`src/rtl/satq_pkg.sv`:
```
// shared types, codes and defaults for the sorted alarm timer queue
`default_nettype none

package satq_pkg;

    // default sizes
    localparam int DEF_QUEUE_DEPTH = 64;
    localparam int DEF_ID_BITS     = 16;
    localparam int DEF_TIME_BITS   = 32;

    // operation codes
    localparam logic [1:0] OP_INSERT = 2'd0;
    localparam logic [1:0] OP_REMOVE = 2'd1;
    localparam logic [1:0] OP_POP    = 2'd2;
    localparam logic [1:0] OP_UNUSED = 2'd3;

    // status codes
    localparam logic [1:0] ST_DONE = 2'd0;
    localparam logic [1:0] ST_FULL = 2'd1;
    localparam logic [1:0] ST_NONE = 2'd2;

    // request beat
    typedef struct packed {
        logic [1:0]  operation;
        logic [15:0] object_id;
        logic [31:0] fire_time;
        logic [31:0] current_time;
    } satq_req_t;

    // response beat
    typedef struct packed {
        logic [1:0]  status;
        logic [15:0] fired_id;
    } satq_rsp_t;

    // sequencer states
    typedef enum logic [2:0] {
        S_IDLE,
        S_SCAN,
        S_RIPPLE,
        S_PLACE,
        S_EMIT
    } satq_state_t;

    // controls broadcast to every cell
    typedef struct packed {
        logic scan_id;
        logic scan_pop;
        logic ripple;
        logic place;
    } satq_ctl_t;

endpackage

`default_nettype wire

```
`src/rtl/satq_cell.sv`:
```
// one queue slot: holds an alarm and trades it with its neighbors
`default_nettype none

module satq_cell
    import satq_pkg::*;
#(
    parameter int INDEX       = 0,
    parameter int QUEUE_DEPTH = DEF_QUEUE_DEPTH,
    parameter int ID_BITS     = DEF_ID_BITS,
    parameter int TIME_BITS   = DEF_TIME_BITS,
    parameter int CNT_BITS    = $clog2(QUEUE_DEPTH + 1)
)
(
    input  wire logic                 clk,
    input  wire logic                 rst_n,
    input  wire satq_ctl_t            ctl,
    input  wire logic [CNT_BITS-1:0]  count,
    input  wire logic [ID_BITS-1:0]   op_id,
    input  wire logic [TIME_BITS-1:0] op_time,
    input  wire logic [TIME_BITS-1:0] now,
    input  wire logic [ID_BITS-1:0]   prev_id,
    input  wire logic [TIME_BITS-1:0] prev_time,
    input  wire logic                 prev_flag,
    input  wire logic                 prev_hole,
    input  wire logic [ID_BITS-1:0]   next_id,
    input  wire logic [TIME_BITS-1:0] next_time,
    output logic [ID_BITS-1:0]        ent_id,
    output logic [TIME_BITS-1:0]      ent_time,
    output logic                      flag,
    output logic                      hole,
    output logic                      match
);

    localparam logic                IS_HEAD  = (INDEX == 0);
    localparam logic [CNT_BITS-1:0] MY_POS   = CNT_BITS'(INDEX);
    localparam logic [CNT_BITS-1:0] NEXT_POS = CNT_BITS'(INDEX + 1);

    logic [ID_BITS-1:0]   id_reg,   id_next;
    logic [TIME_BITS-1:0] time_reg, time_next;
    logic                 hole_reg, hole_next;
    logic                 valid;
    logic                 next_valid;

    // occupancy from the fill count
    assign valid      = (MY_POS < count);
    assign next_valid = (NEXT_POS < count);

    // insert point marker: empty slot or later fire time
    assign flag = !valid || (time_reg > op_time);

    // id hit, or expired head on pop
    always_comb
    begin
        match = 1'b0;
        if (ctl.scan_id)
        begin
            match = valid && (id_reg == op_id);
        end
        else if (ctl.scan_pop)
        begin
            match = IS_HEAD && valid && (time_reg < now);
        end
    end

    // hole marker: set by a scan hit, then moves one slot toward the tail per cycle while rippling
    always_comb
    begin
        hole_next = hole_reg;
        if (ctl.scan_id || ctl.scan_pop)
        begin
            hole_next = match;
        end
        else if (ctl.ripple)
        begin
            hole_next = prev_hole && valid;
        end
    end

    // entry data: pull from tail side on ripple, push toward tail on place
    always_comb
    begin
        id_next   = id_reg;
        time_next = time_reg;
        if (ctl.ripple && hole_reg && next_valid)
        begin
            id_next   = next_id;
            time_next = next_time;
        end
        else if (ctl.place && flag)
        begin
            if (prev_flag)
            begin
                id_next   = prev_id;
                time_next = prev_time;
            end
            else
            begin
                id_next   = op_id;
                time_next = op_time;
            end
        end
    end

    // hole register
    always_ff @(posedge clk or negedge rst_n)
    begin
        if (!rst_n)
        begin
            hole_reg <= 1'b0;
        end
        else
        begin
            hole_reg <= hole_next;
        end
    end

    // entry payload
    always_ff @(posedge clk)
    begin
        id_reg   <= id_next;
        time_reg <= time_next;
    end

    assign ent_id   = id_reg;
    assign ent_time = time_reg;
    assign hole     = hole_reg;

endmodule

`default_nettype wire

```
`config.mk`:
```
export PLATFORM = sky130hd
export DESIGN_NAME = satq_cell
export DESIGN_NICKNAME = d
export VERILOG_FILES = /design/src/rtl/satq_pkg.sv /design/src/rtl/satq_cell.sv
export SDC_FILE = /design/constraint.sdc
export NUM_CORES = 1
export LEC_CHECK = 0
export CAP_MARGIN = 0
export CORE_MARGIN = 3
export CORE_UTILIZATION = 50
export DETAILED_ROUTE_END_ITERATION = 10
export DONT_BUFFER_PORTS = 1
export PLACE_DENSITY = 0.63
export RECOVER_POWER = 50
export SLEW_MARGIN = 20
export SYNTH_ARGS = -nofsm -noshare
export SYNTH_HDL_FRONTEND = slang
export SYNTH_SLANG_ARGS = --single-unit
```
`constraint.sdc`:
```
create_clock -name clk -period 7.3 [get_ports clk]
set_clock_uncertainty 0.05 [all_clocks]
set_input_delay 0.73 -clock clk [delete_from_list [all_inputs] [get_ports clk]]
set_output_delay 0.73 -clock clk [all_outputs]
set_load 0.005 [all_outputs]
```
# Word level (Yosys, flattened, before mapping)
# Index checks and enable logic that the tools add are counted.
# word_totals
out_inout_bits	51
reg_bits	49
inputBits	191
# op_classes
muxes	10
reduce_logical	11
eq_ne	1
magnitude_cmp	4
# op_table
operator	count
$mux 32	3
$mux 16	3
$gt 32x32->1	1
$lt 32x32->1	1
$eq 16x16->1	1
$lt 1x7->1 const A	2
$logic_and 1x1->1	6
$mux 1	4
$reduce_bool 2->1	2
$logic_or 1x1->1	2
$logic_not 1->1	1

# Longest topological paths before layout
# logic_depth
depth_word	6
mapped_depth	8
ltp_nobuf	8

# Least setup slack after synthesis
# OpenSTA, ideal clock, no wires.
# synth_path
kind	input -> register
from	input op_time[29]
to	register id_reg[0] (netlist: ent_id[0]), enable pin
required_ns	6.725
path_stages	8
arrival_time_ns	5.408
setup_slack_ns	1.317
n_path_buf	0
path_cell_list	inv_1 -> ha_1 -> nand4_1 -> nor4_1 -> nand4_1 -> nor3_1 -> nor4_1 -> o31ai_1
# synth_between
elab_chain_cells	4
# synth_rtl
item	line	rtl
start, declared	satq_cell.sv:19	input wire logic [TIME_BITS-1:0] op_time,
$gt 32x32->1	satq_cell.sv:49	assign flag = !valid || (time_reg > op_time);
$logic_or 1x1->1	satq_cell.sv:49	
$logic_and 1x1->1	satq_cell.sv:89	else if (ctl.place && flag)
$reduce_bool 2->1 (no line)	n/a	
end signal, assigned	satq_cell.sv:120	id_reg <= id_next;
end, declared	satq_cell.sv:38	logic [ID_BITS-1:0] id_reg, id_next;
# No other way between the ends.
# A chain may end at the register's enable or synchronous reset.

# Worst setup path in the final report
# layout_path
from	input count[5]
to	register time_reg[29] (netlist: ent_time[29]) (data pin)
# layout_between
elab_chain_cells	3
# layout_rtl
item	line	rtl
start, declared	satq_cell.sv:17	input wire logic [CNT_BITS-1:0] count,
$lt 1x7->1	satq_cell.sv:46	assign next_valid = (NEXT_POS < count);
$logic_and 1x1->1	satq_cell.sv:84	if (ctl.ripple && hole_reg && next_valid)
$mux 32	satq_cell.sv:84	
named net time_next[29]	satq_cell.sv:39	logic [TIME_BITS-1:0] time_reg, time_next;
end signal, assigned	satq_cell.sv:121	time_reg <= time_next;
end, declared	satq_cell.sv:39	
# The timed path passes the listed nets, and every way through them passes these cells.

==> flow_summary.ini <==
[routing]
dr_total_vias = 3385
residual_drc_count = 0
wl_per_cell_um = 19.78
avgViaCountPerCell = 5.928
drt-pass1-iter-count = 4
drtAntennaViolNets = 0
first_iter_violations = 78
drt_wl_total_mm = 11.30

[timing]
timing.fmax_mhz = 235.5
final_period_minus_worst_setup_slack_ns = 4.246
tightestPinTransition_ns = 3.390
rsz_0062_raised_after_global_routing = no
setup_viol_count_final = 0
final.period_utilization_pct = 58.17
finalHoldViolCount = 0
max_slew_headroom_at_the_worst_pin_pct = -126.0
setup_total_negative_slack_ns = 0
final_max_slew_viol_count = 97

[clock_network]
cts-resized-gates = 0
clock_path_buffers = 2
clk_root_buffer_cell = clkbuf_8
number_of_cts_inserted_buffers = 5
clkTransAtPathRegs_ns = 0.10
cts-hold-fix-buffers = 0
clock-sinks = 49
clock_insertion_delay_worst_skew_ns = 0.31
post-cts-setup-buffer-count = 0
maximum_level_of_the_cts_h_tree = 2
cts_tree = yes

[finish]
area_delta_synth_final_pct = 3.881
share_of_post_route_cells_with_drive_strength_above_1_pct = 2.796
layout.area.seq_um2 = 1466
largest_register_ffs = 32
finalNetCount = 718
layout.filler_cells = 761
multi_input_area_um2 = 2531

[yosys]
synth-compound-area-share_pct = 14.34
yosys.area_share.adder_pct = 18.25
post_synth_num_cell_types = 40
yosys-top-cells-area = edfxtp_1, ha_1, mux2i_1
fraction_of_synthesis_flops_using_an_asynchronous_set_or_reset_pin_pct = 2.041
netlist.area_leader.share_pct = 33.36
synth_simple_gate_area_share_pct = 11.24
seq_area_frac_synth_pct = 33.94
syn_area_um2 = 4320
yosys_most_used_dff = edfxtp_1
synth.area.mux_share_pct = 11.12
number_of_instances_in_the_synthesized_netlist = 471
synth-seq-cells = 49
synth_top_family_by_area = adder cells
yosys.area.top_type = edfxtp_1
yosys_warnings = 0
synth_nets = 725
post_synth_xor_area_fraction_pct = 3.244
synth_enable_flop_cells = 48
avg_cell_area_syn_um2 = 9.173

[floorplan]
floorplan.die.width_um = 98.96
starting_density_of_the_core_pct = 52.06
placementRows = 33
io-pin-count = 242
fp.coreArea_um2 = 8299
vertical_die_dimension_um = 98.96
die_area_um2 = 9792

[critical_path]
worstPathMaxFanout = 96
crit-reg2reg-capture = ent_time[29]
worstPathCellList = or4_1 > nor3_1 > nor2_4 > clkbuf_1 > o21ai_0
worstRegToRegCells = 4
worst_setup_path_start_kind = input port
critical_path.slowest_cell = clkbuf_1
worst_setup_endpoint = ent_time[29]
crit_family = buffers and inverters
timing.critical_path.arrival_ns = 4.10
timing.reg2reg.setup_slack_ns = 3.23
path_depth = 5
timing.critical_path.to_type = flip-flop
worst_r2r_startpoint = hole
cpPeakStageDelay_ns = 2.38
critPathLaunch = count[5]
timing.critical_path.buf_inv = 1
critPathRequiredTime_ns = 7.15
timing.setup.critical_path_class = input port to flip-flop

[grt]
vias_in_the_first_global_route = 3498
global_route_wire_length_before_repair_mm = 17.39
number_of_antenna_violations_at_the_first_check_in_global_routing = 1
overflow = 0
grt_start_max_net_pins = 97
track_usage_pct = 22.43

[pwr]
total_leakage_power_uw = 0.002025
power.total_uw = 770.2
peak_supply_drop_mv = 0.08235
power_per_cell_area_nw_per_um2 = 171.6

[run]
cap_violations = 1

[place]
detailedPlacementHpwl_mm = 9.486
port_buffers = 0
gpl.final_weighted_congestion = 0.8935

[status]
status = finished, violations left
failed_checks = max-capacitance violations, max-slew violations

[worst_hold_path]
min-delay-path-class = input port to asynchronous set/reset pin
-- through the flow --
| stage | util [%] | cells | setup slack (ns) | hold WS, ns | cell area (µm²) |
|---|---|---|---|---|---|
| floorplan | - | 471 | 1.317 | 0.3844 | 4320 |
| global placement | 53.05 | 562 | 3.739 | 0.3845 | 4403 |
| detailed placement | 53.05 | 562 | 3.632 | 0.3845 | 4403 |
| CTS | 54.14 | 570 | 3.850 | 0.03847 | 4493 |
| global route | 54.08 | 571 | 2.397 | 0.02570 | 4488 |
| finish | 54.08 | 571 | 3.054 | 0.04658 | 4488 |
-- worst min path at each step --
stage | from | to | slack [ns] | cells after the start
after detailed placement | rst_n | hole | 0.38 | 0
after global placement | rst_n | hole | 0.38 | 0
after CTS | rst_n | hole | 0.04 | 0
after floorplan | rst_n | hole | 0.38 | 0
final | rst_n | hole | 0.05 | 0
after global routing | rst_n | hole | 0.03 | 0
-- synthesized netlist by cell type (all sizes together), types with 2 or more instances --
library cell,number
o21ai,57
a31oi,4
a21o,10
nand3,6
a21oi,20
a211o,2
or4,3
nand2,58
inv,68
a211oi,3
nor2,9
xnor2,13
o211ai,3
nor3,5
xor2,3
nor4,3
edfxtp,48
buf,7
nand4,15
mux2i,48
clkbuf,9
ha,63
-- logic make-up (layout without fill, tap and decap cells) --
kind of cell / after synthesis / after routing
compound gates: 107 / 107
xor+xnor: 16 / 16
fa+ha+maj: 63 / 63
buf+inv: 84 / 78
flops: 49 / 49
mux: 48 / 48
other cells: 0 / 1
simple gates: 104 / 104
-- layout make-up --
class	instances	share of cell area, %
antenna	1	0.05576
clock buffer	5	1.533
inverter	68	5.687
multi-input combinational	338	56.40
clock inverter	3	0.4739
sequential	49	32.67
tap	105	2.927
timing repair buffer	2	0.2509
-- report_power, final --
part           internal [µW]  switching [µW]  total, µW
Combinational           92.5             113        205
Clock                   68.2            96.3        165
Sequential               360            40.2        400
Total                    521             250        770
-- layout by cell type, fill, tap and decap left out, drive strengths merged, types with 2 or more instances in the layout --
cell type  instances
inv               69
ha                63
nand2             58
o21ai             57
mux2i             48
edfxtp            48
a21oi             20
nand4             15
xnor2             13
a21o              10
nor2               9
nand3              6
clkbuf             6
nor3               5
a31oi              4
nor4               3
o211ai             3
a211oi             3
xor2               3
or4                3
a211o              2
-- layer usage --
metal  part of all wire, %  track usage [%]  wire length [µm]
met1                    39            26.34              4418
met2                    50            40.08              5599
met3                   9.4            6.582              1058
met4                   2.0            5.462               222
met5                     0                0                 0
Power figures use the tool's default switching activity.
